[src/design/rse_pkg.sv]
`timescale 1ns / 1ps
// ============================================================================
// rse_pkg
// Shared types, sizes and helper functions for the rANS symbol encoder.
// ============================================================================
package rse_pkg;

    // Coder sizing
    localparam int L_BITS     = 23;
    localparam int PROB_BITS  = 12;
    localparam int DIGIT_BITS = 8;

    localparam int STATE_W    = L_BITS + DIGIT_BITS;
    localparam int FREQ_W     = PROB_BITS + 1;
    localparam int REM_W      = PROB_BITS + 2;
    localparam int MAX_DIGITS = 4;
    localparam int CNT_W      = $clog2(MAX_DIGITS + 1);
    localparam int STEP_W     = $clog2(STATE_W);

    // Fixed field widths of the beats
    localparam int REQ_W    = 3;
    localparam int START_W  = 12;
    localparam int SFREQ_W  = 13;
    localparam int EXTRA_W  = 31;
    localparam int DIGIT_W  = 8;

    // Derived widths and shifts
    localparam int BND_SH  = (L_BITS >= PROB_BITS) ? L_BITS - PROB_BITS + DIGIT_BITS : 0;
    localparam int PRB_SH  = (L_BITS >= PROB_BITS) ? L_BITS - PROB_BITS : 0;
    localparam int CMP_W   = (FREQ_W + BND_SH > STATE_W) ? FREQ_W + BND_SH : STATE_W;
    localparam int SUM_W   = ((STATE_W > EXTRA_W) ? STATE_W : EXTRA_W) + 1;
    localparam int FIN_W   = STATE_W + PROB_BITS + 2;

    localparam logic [STATE_W-1:0] LOW_BOUND = {{(STATE_W-1){1'b0}}, 1'b1} << L_BITS;
    localparam logic [STATE_W-1:0] STATE_MAX = {STATE_W{1'b1}};
    localparam logic [FREQ_W-1:0]  PROB_TOTAL = {{(FREQ_W-1){1'b0}}, 1'b1} << PROB_BITS;

    // Request codes
    localparam logic [REQ_W-1:0] REQ_ENCODE    = 3'd0;
    localparam logic [REQ_W-1:0] REQ_FLUSH     = 3'd1;
    localparam logic [REQ_W-1:0] REQ_INIT_L    = 3'd2;
    localparam logic [REQ_W-1:0] REQ_INIT_ZERO = 3'd3;
    localparam logic [REQ_W-1:0] REQ_INIT_PROB = 3'd4;
    localparam logic [REQ_W-1:0] REQ_ADD_EXTRA = 3'd5;

    typedef struct packed {
        logic [REQ_W-1:0]   req_type;
        logic [START_W-1:0] sym_start;
        logic [SFREQ_W-1:0] sym_freq;
        logic [EXTRA_W-1:0] extra_value;
    } t_in_item;

    typedef struct packed {
        logic [DIGIT_W-1:0] digit;
        logic               last_digit;
    } t_out_item;

    // Controller to datapath
    typedef struct packed {
        logic load;
        logic emit;
        logic last;
        logic div_init;
        logic div_step;
        logic div_finish;
    } t_cmd;

    // Datapath to controller
    typedef struct packed {
        logic more;
        logic more_after;
        logic out_free;
        logic is_encode;
    } t_status;

    // Clamp frequency into 1..M
    function automatic logic [FREQ_W-1:0] clamp_freq(input logic [SFREQ_W-1:0] f);
        logic [FREQ_W-1:0] r;
        if (f == '0) begin
            r = {{(FREQ_W-1){1'b0}}, 1'b1};
        end else if (SFREQ_W'(f) > SFREQ_W'(PROB_TOTAL)) begin
            r = PROB_TOTAL;
        end else begin
            r = FREQ_W'(f);
        end
        return r;
    endfunction

    // State at or above the renormalization bound for this frequency
    function automatic logic above_bound(input logic [STATE_W-1:0] s,
                                         input logic [FREQ_W-1:0]  f);
        logic [CMP_W-1:0] b;
        b = CMP_W'(f) << BND_SH;
        if (L_BITS < PROB_BITS) begin
            return 1'b1;
        end
        return CMP_W'(s) >= b;
    endfunction

    // (L / M) * freq
    function automatic logic [STATE_W-1:0] prob_init(input logic [FREQ_W-1:0] f);
        logic [STATE_W-1:0] v;
        v = STATE_W'(f) << PRB_SH;
        if (L_BITS < PROB_BITS) begin
            v = '0;
        end
        return v;
    endfunction

    function automatic logic [DIGIT_W-1:0] digit_of(input logic [STATE_W-1:0] s);
        logic [DIGIT_BITS-1:0] d;
        d = s[DIGIT_BITS-1:0];
        return DIGIT_W'(d);
    endfunction

endpackage

[src/design/rse_ctrl.sv]
`timescale 1ns / 1ps
// ============================================================================
// rse_ctrl
// Request sequencer: digit emission, division steps and state write-back.
// ============================================================================
module rse_ctrl (
    input  logic                  i_clk,
    input  logic                  i_rst_n,
    input  logic                  i_in_valid,
    input  logic [rse_pkg::REQ_W-1:0] i_req_type,
    input  rse_pkg::t_status      i_status,
    output logic                  o_in_ready,
    output rse_pkg::t_cmd         o_cmd
);
    import rse_pkg::*;

    typedef enum logic [1:0] {
        S_IDLE,
        S_EMIT,
        S_DIV,
        S_FINISH
    } t_ctl_state;

    t_ctl_state        r_fsm, n_fsm;
    logic [CNT_W-1:0]  r_cnt, n_cnt;
    logic [STEP_W-1:0] r_step, n_step;

    always_comb begin
        n_fsm  = r_fsm;
        n_cnt  = r_cnt;
        n_step = r_step;
        o_cmd  = '0;
        o_in_ready = 1'b0;
        unique case (r_fsm)
            S_IDLE: begin
                o_in_ready = 1'b1;
                if (i_in_valid) begin
                    o_cmd.load = 1'b1;
                    n_cnt = '0;
                    if (i_req_type == REQ_ENCODE || i_req_type == REQ_FLUSH) begin
                        n_fsm = S_EMIT;
                    end
                end
            end
            S_EMIT: begin
                if (r_cnt < CNT_W'(MAX_DIGITS) && i_status.more) begin
                    if (i_status.out_free) begin
                        o_cmd.emit = 1'b1;
                        o_cmd.last = !((r_cnt + 1'b1) < CNT_W'(MAX_DIGITS)
                                       && i_status.more_after);
                        n_cnt = r_cnt + 1'b1;
                    end
                end else if (i_status.is_encode) begin
                    o_cmd.div_init = 1'b1;
                    n_step = '0;
                    n_fsm  = S_DIV;
                end else begin
                    n_fsm = S_IDLE;
                end
            end
            S_DIV: begin
                o_cmd.div_step = 1'b1;
                n_step = r_step + 1'b1;
                if (r_step == STEP_W'(STATE_W - 1)) begin
                    n_fsm = S_FINISH;
                end
            end
            S_FINISH: begin
                o_cmd.div_finish = 1'b1;
                n_fsm = S_IDLE;
            end
            default: begin
                n_fsm = S_IDLE;
            end
        endcase
    end

    always_ff @(posedge i_clk) begin
        if (!i_rst_n) begin
            r_fsm  <= S_IDLE;
            r_cnt  <= '0;
            r_step <= '0;
        end else begin
            r_fsm  <= n_fsm;
            r_cnt  <= n_cnt;
            r_step <= n_step;
        end
    end

endmodule

[src/design/rse_datapath.sv]
`timescale 1ns / 1ps
// ============================================================================
// rse_datapath
// Coder state, radix-2 restoring divider and the output beat register.
// ============================================================================
module rse_datapath (
    input  logic               i_clk,
    input  logic               i_rst_n,
    input  rse_pkg::t_in_item  i_in_data,
    input  rse_pkg::t_cmd      i_cmd,
    input  logic               i_out_ready,
    output rse_pkg::t_status   o_status,
    output logic               o_out_valid,
    output rse_pkg::t_out_item o_out_data
);
    import rse_pkg::*;

    logic [STATE_W-1:0] r_state;
    logic [REQ_W-1:0]   r_req;
    logic [FREQ_W-1:0]  r_freq;
    logic [START_W-1:0] r_start;
    logic [STATE_W-1:0] r_quo;
    logic [REM_W-1:0]   r_rem;
    logic               r_out_valid;
    t_out_item          r_out;

    logic [STATE_W-1:0] shifted;
    logic [REM_W-1:0]   rem_sh;
    logic               rem_ge;
    logic [SUM_W-1:0]   add_sum;
    logic [FIN_W-1:0]   fin_sum;
    logic [FREQ_W-1:0]  in_freq;

    assign in_freq = clamp_freq(i_in_data.sym_freq);
    assign shifted = r_state >> DIGIT_BITS;
    assign rem_sh  = {r_rem[REM_W-2:0], r_quo[STATE_W-1]};
    assign rem_ge  = rem_sh >= REM_W'(r_freq);
    assign add_sum = SUM_W'(r_state) + SUM_W'(i_in_data.extra_value);
    assign fin_sum = (FIN_W'(r_quo) << PROB_BITS) + FIN_W'(r_start) + FIN_W'(r_rem);

    assign o_status.more       = (r_state != '0)
                               && (r_req == REQ_FLUSH || above_bound(r_state, r_freq));
    assign o_status.more_after = (shifted != '0)
                               && (r_req == REQ_FLUSH || above_bound(shifted, r_freq));
    assign o_status.out_free   = !r_out_valid || i_out_ready;
    assign o_status.is_encode  = (r_req == REQ_ENCODE);

    // Coder state and request registers
    always_ff @(posedge i_clk) begin
        if (!i_rst_n) begin
            r_state <= LOW_BOUND;
        end else if (i_cmd.load) begin
            case (i_in_data.req_type)
                REQ_INIT_L:    r_state <= LOW_BOUND;
                REQ_INIT_ZERO: r_state <= '0;
                REQ_INIT_PROB: r_state <= prob_init(in_freq);
                REQ_ADD_EXTRA: begin
                    r_state <= (add_sum > SUM_W'(STATE_MAX)) ? STATE_MAX
                                                             : STATE_W'(add_sum);
                end
                default: r_state <= r_state;
            endcase
        end else if (i_cmd.emit) begin
            r_state <= shifted;
        end else if (i_cmd.div_finish) begin
            r_state <= (fin_sum > FIN_W'(STATE_MAX)) ? STATE_MAX : STATE_W'(fin_sum);
        end
    end

    always_ff @(posedge i_clk) begin
        if (i_cmd.load) begin
            r_req   <= i_in_data.req_type;
            r_freq  <= in_freq;
            r_start <= i_in_data.sym_start;
        end
    end

    // Divider: shift dividend bits into the partial remainder
    always_ff @(posedge i_clk) begin
        if (i_cmd.div_init) begin
            r_quo <= r_state;
            r_rem <= '0;
        end else if (i_cmd.div_step) begin
            r_quo <= {r_quo[STATE_W-2:0], rem_ge};
            r_rem <= rem_ge ? rem_sh - REM_W'(r_freq) : rem_sh;
        end
    end

    // Output beat register
    always_ff @(posedge i_clk) begin
        if (!i_rst_n) begin
            r_out_valid <= 1'b0;
        end else if (i_cmd.emit) begin
            r_out_valid <= 1'b1;
        end else if (i_out_ready) begin
            r_out_valid <= 1'b0;
        end
    end

    always_ff @(posedge i_clk) begin
        if (i_cmd.emit) begin
            r_out.digit      <= digit_of(r_state);
            r_out.last_digit <= i_cmd.last;
        end
    end

    assign o_out_valid = r_out_valid;
    assign o_out_data  = r_out;

endmodule

[src/design/rans_symbol_encoder_core.sv]
`timescale 1ns / 1ps
// ============================================================================
// rans_symbol_encoder_core
// rANS encoder with a single coder state word and a digit output stream.
// ============================================================================
// Each input beat is one request. Encode renormalizes the state by emitting
// its low digits (lowest first, at most four per request) and then folds the
// symbol in through a radix-2 restoring divider that takes one state bit per
// cycle; flush emits digits until the state is zero or four have gone out;
// the init and add-extra requests update the state in the cycle the beat is
// accepted. After acceptance, init, add-extra and the unused codes return
// straight to idle; a flush runs its digit emissions; an encode runs its
// digit emissions, one setup step, one divider step per bit of the 31-bit
// state and one write-back step. Digit emission also waits while the
// output register still holds an untaken beat. The output register
// decouples the two sides, so a new request is taken while the last digit
// of the previous one still waits downstream.
// ============================================================================
module rans_symbol_encoder_core (
    input  logic               i_clk,
    input  logic               i_rst_n,
    input  logic               i_in_valid,
    output logic               o_in_ready,
    input  rse_pkg::t_in_item  i_in_data,
    output logic               o_out_valid,
    input  logic               i_out_ready,
    output rse_pkg::t_out_item o_out_data
);
    import rse_pkg::*;

    t_cmd    cmd;
    t_status status;

    // Sequence requests
    rse_ctrl u_ctrl (
        .i_clk      (i_clk),
        .i_rst_n    (i_rst_n),
        .i_in_valid (i_in_valid),
        .i_req_type (i_in_data.req_type),
        .i_status   (status),
        .o_in_ready (o_in_ready),
        .o_cmd      (cmd)
    );

    // Hold state, divide, and register the outgoing digit beat
    rse_datapath u_dp (
        .i_clk       (i_clk),
        .i_rst_n     (i_rst_n),
        .i_in_data   (i_in_data),
        .i_cmd       (cmd),
        .i_out_ready (i_out_ready),
        .o_status    (status),
        .o_out_valid (o_out_valid),
        .o_out_data  (o_out_data)
    );

endmodule

[config.mk]
export PLATFORM = sky130hd
export DESIGN_NAME = rans_symbol_encoder_core
export DESIGN_NICKNAME = d
export VERILOG_FILES = /design/src/design/rse_pkg.sv /design/src/design/rse_ctrl.sv /design/src/design/rse_datapath.sv /design/src/design/rans_symbol_encoder_core.sv
export SDC_FILE = /design/constraint.sdc
export NUM_CORES = 1
export LEC_CHECK = 0
export BUFFER_PORTS_ARGS = -buffer_cell sky130_fd_sc_hd__buf_2
export CORE_ASPECT_RATIO = 2
export CORE_MARGIN = 5
export CORE_UTILIZATION = 29
export CTS_CLUSTER_DIAMETER = 60
export DETAILED_ROUTE_END_ITERATION = 10
export GPL_TIMING_DRIVEN = 0
export MAX_ROUTING_LAYER = met4
export PLACE_DENSITY = 0.41
export SETUP_SLACK_MARGIN = 0.3
export SYNTH_ARGS = -nofsm -noshare
export SYNTH_HDL_FRONTEND = slang
export SYNTH_SLANG_ARGS = --single-unit
[constraint.sdc]
create_clock -name i_clk -period 4.4 [get_ports i_clk]
set_input_delay 0.44 -clock i_clk [delete_from_list [all_inputs] [get_ports i_clk]]
set_output_delay 0.44 -clock i_clk [all_outputs]
set_load 0.02 [all_outputs]
* Yosys cells after proc, flatten, opt, wreduce, memory -nomap -nowiden *
Cells that the tools add are included.

word-level totals
  logic and storage cells = 106
  output and inout port bits = 11
  bits in registers = 124
  input bits = 63

cells by class
  multiplexer cells = 36
  $add $sub $neg = 6
  equality and inequality tests = 18
  $lt $le $gt $ge = 8
  reductions and logical operators = 26

operators with widths
  kind                  number
  $mux 31               7
  $pmux 31 s4           1
  $reduce_bool 31->1    2
  $add 45x14->45        1
  $gt 45x31->1 const B  1
  $add 43x12->44        1
  $add 31x31->32        1
  $ge 23x32->1          1
  $ge 31x32->1          1
  $gt 32x31->1 const B  1
  $mux 13               2
  $ge 14x13->1          1
  $mux 14               1
  $mux 2                7
  $sub 14x13->14        1
  $gt 13x13->1 const B  1
  $logic_not 13->1      1
  $mux 3                4
  $mux 5                2
  $pmux 5 s2            1
  $mux 1                9
  $ne 2x2->1 const B    4
  $pmux 2 s4            1
  $reduce_and 4->1      2
  other kinds (21)      40

* Longest topological paths before layout *
  depth after elaboration = 10
  depth in mapped cells = 15

* Modules after synthesis *
From an unflattened synthesis, not the netlist that was laid out.

unflattened totals
  cell total of the unflattened synthesis = 1064
  area total of the unflattened synthesis = 9444.1 sq um

modules (own cells, without submodules)
  module        area each (sq um)  cells each  instances
  rse_datapath  8904.8             1000        1
  rse_ctrl      539.3              64          1

* Worst setup path after synthesis *
No wires, ideal clock.

  path type = register -> register
  from = register u_dp.r_freq[6]
  to = register u_dp.r_quo[0] (enable)
  clock period less this slack = 3.234 ns
  stages on the path, launching flop included = 12
  setup slack = 1.166 ns
  buffers on the path = 2
  arrival time = 2.860 ns
  required time = 4.026 ns
  library setup time = 0.374 ns
  path through = edfxtp_1 > inv_1 > ha_1 > a21o_1 > a21o_1 > a211o_1 > o221ai_1 > a21oi_1 > nor2_1 > buf_1 > clkbuf_1 > or2_2

on the way
  cells in the longest elaborated chain, start to end = 7

RTL lines
  element                             line                RTL
  from (decl)                         rse_datapath.sv:20  logic [FREQ_W-1:0] r_freq;
  from (signal assigned)              rse_datapath.sv:73  r_freq <= in_freq;
  $ge 31x32->1                        rse_pkg.sv:97       return CMP_W'(s) >= b;
  $logic_or 1x1->1                    rse_datapath.sv:42  && (r_req == REQ_FLUSH || above_bound(r_state, r_freq));
  $logic_and 1x1->1                   rse_datapath.sv:42
  $logic_and 1x1->1                   rse_ctrl.sv:46      if (r_cnt < CNT_W'(MAX_DIGITS) && i_status.more) begin
  $mux 1                              rse_ctrl.sv:46
  $mux 3                              rse_ctrl.sv:34      unique case (r_fsm)
  $reduce_bool 2->1 (no source line)  n/a
  to (signal assigned)                rse_datapath.sv:81  r_quo <= r_state;
  to (signal assigned)                rse_datapath.sv:84  r_quo <= {r_quo[STATE_W-2:0], rem_ge};
  to (decl)                           rse_datapath.sv:22  logic [STATE_W-1:0] r_quo;

No other way between the ends.
A chain may end at the register's enable or synchronous reset.

* Final worst setup path *
  from = register u_dp.r_state[2]
  to = register u_dp.r_state[14]

on the way
  cells in the longest elaborated chain, start to end = 8
  elaborated cells on any way between the ends = 15

RTL lines
  element                                                 line                RTL
  from (decl)                                             rse_datapath.sv:18  logic [STATE_W-1:0] r_state;
  from (signal assigned)                                  rse_datapath.sv:56  REQ_INIT_PROB: r_state <= prob_init(in_freq);
  from (signal assigned)                                  rse_datapath.sv:58  r_state <= (add_sum > SUM_W'(STATE_MAX)) ? STATE_MAX
  from (signal assigned)                                  rse_datapath.sv:61  default: r_state <= r_state;
  branches (longest 8 deep; another with $add 31x31->32)  n/a

Parallel ways; which one is timed is not known.

==> impl_results.html <==
<table>
<tr><th>Metric</th><th>Value</th></tr>
<tr><th colspan="2">Status</th></tr>
<tr><td>Outcome</td><td>completed</td></tr>
<tr><th colspan="2">STA</th></tr>
<tr><td>Minimum clock period after layout</td><td>3.936 ns</td></tr>
<tr><td>Setup repair after global routing missed its margin</td><td>yes</td></tr>
<tr><td>Clock tree skew after final layout</td><td>0.01538 ns</td></tr>
<tr><td>Worst Max-Slew Pin Slew</td><td>1.011 ns</td></tr>
<tr><td>Setup total negative slack</td><td>0 ns</td></tr>
<tr><td>Period utilization</td><td>0.8945</td></tr>
<tr><td>Setup violators final</td><td>0</td></tr>
<tr><td>Max-Slew Margin vs Limit</td><td>0.3084</td></tr>
<tr><td>Smallest setup slack after layout</td><td>0.4641 ns</td></tr>
<tr><td>Final Max Slew Viols</td><td>0</td></tr>
<tr><td>Final number of hold-violating endpoints</td><td>0</td></tr>
<tr><td>Top achievable clock speed</td><td>0.2541 GHz</td></tr>
<tr><th colspan="2">Layout</th></tr>
<tr><td>Number of filler instances in the final layout</td><td>3456</td></tr>
<tr><td>Post-route core utilization</td><td>0.3403</td></tr>
<tr><td>Most common library cell in the layout ignoring fill and taps</td><td>o21ai_0</td></tr>
<tr><td>Non-filler cells in the finished layout</td><td>1630</td></tr>
<tr><td>Share of final-layout standard cells stronger than drive strength 1</td><td>0.1445</td></tr>
<tr><td>Highest-count cells in the layout ignoring fill and taps</td><td>o21ai_0 (91), a21oi_1 (83), ha_1 (81)</td></tr>
<tr><td>Layout-stage area growth over the synthesis result</td><td>16.53%</td></tr>
<tr><td>Count of nets after finishing</td><td>1331</td></tr>
<tr><th colspan="2">Clocking</th></tr>
<tr><td>Clock transition at the register clock pins on the worst setup and hold paths after CTS</td><td>0.06 ns</td></tr>
<tr><td>Insertion delay of the later-clocked pin in the worst-skew pair</td><td>0.44 ns</td></tr>
<tr><td>Deepest clock path buffer count</td><td>2</td></tr>
<tr><td>Number of buffers inserted during clock tree synthesis</td><td>17</td></tr>
<tr><td>Clock tree from TritonCTS</td><td>done</td></tr>
<tr><td>Clock net sink count</td><td>124</td></tr>
<tr><td>Clk Tree Root Cell</td><td>clkbuf_16</td></tr>
<tr><td>H-tree level count</td><td>4</td></tr>
<tr><td>Setup bufs post-CTS</td><td>0</td></tr>
<tr><th colspan="2">Detailed routing</th></tr>
<tr><td>DRC errors left</td><td>0</td></tr>
<tr><td>Initial DRC count</td><td>411</td></tr>
<tr><td>Wire per inst</td><td>24.20 microns</td></tr>
<tr><td>Detail-routed via count per cell</td><td>5.452</td></tr>
<tr><td>First-pass iteration count of the detailed router</td><td>5</td></tr>
<tr><td>Total wirelength of the detailed-routed design</td><td>39.45 mm</td></tr>
<tr><td>Antenna Nets Post-Route</td><td>0</td></tr>
<tr><td>Vias</td><td>8886</td></tr>
<tr><th colspan="2">Synth</th></tr>
<tr><td>Largest area contributor in the synthesized netlist</td><td>edfxtp_1</td></tr>
<tr><td>Share of the yosys chip area belonging to registers</td><td>0.3301</td></tr>
<tr><td>Synthesis Warnings</td><td>0</td></tr>
<tr><td>Average footprint of a synthesized cell</td><td>8.799 sq um</td></tr>
<tr><td>Ys async rst share</td><td>0</td></tr>
<tr><td>Total nets after synthesis</td><td>1236</td></tr>
<tr><td>Share of the synthesized area in the top cell type</td><td>0.2131</td></tr>
<tr><td>Number of flops mapped to enable cells by yosys</td><td>68</td></tr>
<tr><td>Count of mapped cells out of synthesis</td><td>1089</td></tr>
<tr><td>Post-synthesis register bit count</td><td>124</td></tr>
<tr><td>Flip-flop cell with the highest count after synthesis</td><td>edfxtp_1</td></tr>
<tr><td>Netlist area before placement</td><td>9582 sq um</td></tr>
<tr><td>Cell types with the largest area share after synthesis</td><td>edfxtp_1 (21%), dfxtp_1 (12%), ha_1 (11%)</td></tr>
<tr><td>Post-synth cell types</td><td>70</td></tr>
<tr><th colspan="2">Power and ir drop</th></tr>
<tr><td>P_leak</td><td>4.466 nW</td></tr>
<tr><td>Pwr dens</td><td>442.7 nW/um^2</td></tr>
<tr><td>Net switching fraction of the power</td><td>0.4100</td></tr>
<tr><td>Switching power total</td><td>2.027 mW</td></tr>
<tr><td>Gate power share</td><td>0.402</td></tr>
<tr><td>Cell Int Power</td><td>2.916 mW</td></tr>
<tr><td>Flop pwr share</td><td>0.318</td></tr>
<tr><td>Fraction of power consumed by the clock network</td><td>0.280</td></tr>
<tr><td>Worst voltage drop across the vdd grid</td><td>0.0002485 V</td></tr>
<tr><th colspan="2">Placement</th></tr>
<tr><td>Number of I/O port buffers</td><td>73</td></tr>
<tr><td>GPL Wtd Cong</td><td>0.9639</td></tr>
<tr><td>Cell total after placement</td><td>1596</td></tr>
<tr><td>Post-Place Worst Slack</td><td>-0.6851 ns</td></tr>
<tr><td>HPWL reported at the end of detailed placement</td><td>32.24 mm</td></tr>
<tr><th colspan="2">Worst setup path</th></tr>
<tr><td>Reg2reg path depth</td><td>11</td></tr>
<tr><td>Startpoint type of the worst setup path</td><td>flop</td></tr>
<tr><td>Kind of end point of the critical path</td><td>flop</td></tr>
<tr><td>Type of the worst setup path</td><td>reg -&gt; reg</td></tr>
<tr><td>Peak fanout along the critical path</td><td>7</td></tr>
<tr><td>Cells traversed along the worst timing path</td><td>ha_1 &gt; o211ai_1 &gt; o21ai_1 &gt; o21ai_0 &gt; a211oi_1 &gt; o22ai_1 &gt; o31ai_4 &gt; inv_1 &gt; a31oi_1 &gt; a21oi_1 &gt; o32ai_1</td></tr>
<tr><td>Data required time at the worst endpoint</td><td>4.75 ns</td></tr>
<tr><td>Data arrival time of the critical path</td><td>4.28 ns</td></tr>
<tr><td>CP max-delay cell</td><td>a211oi_1</td></tr>
<tr><td>Biggest cell delay along the critical path</td><td>0.63 ns</td></tr>
<tr><th colspan="2">Die</th></tr>
<tr><td>FP Rows</td><td>94</td></tr>
<tr><td>Die ar.</td><td>37000 sq um</td></tr>
<tr><td>Core Footprint</td><td>32810 sq um</td></tr>
<tr><td>Starting utilization of the core area</td><td>0.2920</td></tr>
<tr><td>Die Height</td><td>267.1 microns</td></tr>
<tr><td>Horiz. Die Dim</td><td>138.5 microns</td></tr>
<tr><td>Ports placed on the boundary</td><td>74</td></tr>
<tr><th colspan="2">Worst hold path</th></tr>
<tr><td>Cells on Worst Hold Path</td><td>1</td></tr>
<tr><td>Min-delay worst type</td><td>in -&gt; reg</td></tr>
<tr><th colspan="2">Global routing</th></tr>
<tr><td>Total routing resource utilization after global routing</td><td>0.2175</td></tr>
<tr><td>Via count of the first global-routing pass</td><td>9391</td></tr>
<tr><td>Global route overflow</td><td>0</td></tr>
<tr><td>Global-route wire length before repair</td><td>58.29 mm</td></tr>
<tr><td>Maximum number of pins on one net before global-route repair</td><td>20</td></tr>
<tr><td>Number of antenna violations at the first check in global routing</td><td>0</td></tr>
<tr><th colspan="2">Flow run</th></tr>
<tr><td>Maximum capacitance violations</td><td>0</td></tr>
</table>
[area by class of cell]
class | instances | area [sq um] | area share
clock buffers | 17 | 425.4 | 0.03810
repair buffers | 75 | 404.1 | 0.03619
clock inverters | 15 | 140.1 | 0.01255
flip-flops and latches | 124 | 3164 | 0.2834
inverters | 45 | 168.9 | 0.01513
diodes | 1 | 2.502 | 0.0002241
well taps | 432 | 540.5 | 0.04841
plain buffers | 47 | 202.7 | 0.01815
multi-input cells | 874 | 6117 | 0.5478
[registers in the layout, indices dropped and copies added, names as in the netlist, named ones only]
signal,count
u_ctrl.r_cnt,3
u_ctrl.r_fsm,1
u_ctrl.r_step,5
u_dp.r_start,12
u_dp.o_out_data,9
u_dp.r_quo,31
u_dp.r_req,3
u_dp.o_out_valid,1
u_dp.r_state,31
u_dp.r_freq,13
u_dp.r_rem,14
[logic make-up (layout without fill, tap and decap cells)]
family | after synthesis | count (layout) | synth area share
simple gates | 316 | 317 | 0.1673
flops | 124 | 124 | 0.3301
xor+xnor | 71 | 71 | 0.06490
buf+inv | 92 | 199 | 0.03774
fa+ha+maj | 84 | 84 | 0.1120
other cells | 0 | 1 | 0
mux | 41 | 41 | 0.04688
compound gates | 361 | 361 | 0.2411
[worst max-delay path, delay by kind of cell (launching register included)]
kind | cells | cell delay, ns
compound gates | 9 | 2.77
fa+ha+maj | 1 | 0.31
buf+inv | 1 | 0.24
flops | 1 | 0.51
[cell usage after synthesis (all sizes together) (5+ instances only)]
cell type  number
and3           14
o31ai          13
nand2b         11
nor4            7
or4             6
nand2          65
o32ai          11
ha             81
inv            45
mux2           31
o211ai          9
a31oi          23
nor2           78
nand3          30
mux2i          10
dfxtp          56
nand4          23
xor2           29
nor2b          26
xnor2          42
a211oi         20
and2            9
a221oi         10
edfxtp         68
a21o           26
o21a           19
buf            11
clkbuf         36
a21oi          83
or2             6
a211o           5
o21bai          8
o21ai          95
nor3           27
o22ai           6
[power by group through the flow]
stage,Clock (mW),Sequential [mW],Combinational [mW]
finish,1.39,1.57,1.99
global route,1.46,1.58,2.19
CTS,1.40,1.57,1.98
detailed placement,0,1.59,1.95
global placement,0,1.60,1.95
floorplan,0,1.47,1.38
[what timing repair did]
action | 4_1_cts | 5_1_grt
cloned | 1 | 0
resized for setup | 11 | 8
setup endpoints to repair | 67 | 12
hold buffers | 0 | 0
[metal layers]
metal  up-vias  GRT usage  share of wire
li1       4310          -              -
met4         0     0.1133          0.054
met2       203     0.4361           0.58
met1      4287     0.1982           0.34
met3        86    0.02287          0.019
met5         -          -              0
[final timing paths]
path	from	end	slack (ns)
max	u_dp.r_state[2]	u_dp.r_state[14]	0.46
min	i_in_data[47]	u_dp.r_start[3]	0.17
max reg2reg	u_dp.r_state[2]	u_dp.r_state[14]	0.46
min reg2reg	u_ctrl.r_step[4]	u_ctrl.r_step[4]	0.50
[stage by stage]
step / hold WS (ns) / instance area [sq um] / power (mW)
2_1_floorplan: 0.4585 / 9582 / 2.852
3_3_place_gp: 0.4743 / 10490 / 3.543
3_5_place_dp: 0.4900 / 10530 / 3.549
4_1_cts: 0.1523 / 11130 / 4.953
5_1_grt: 0.1555 / 11160 / 5.229
6_report: 0.1716 / 11170 / 4.943
(Power assumes the default switching activity.)
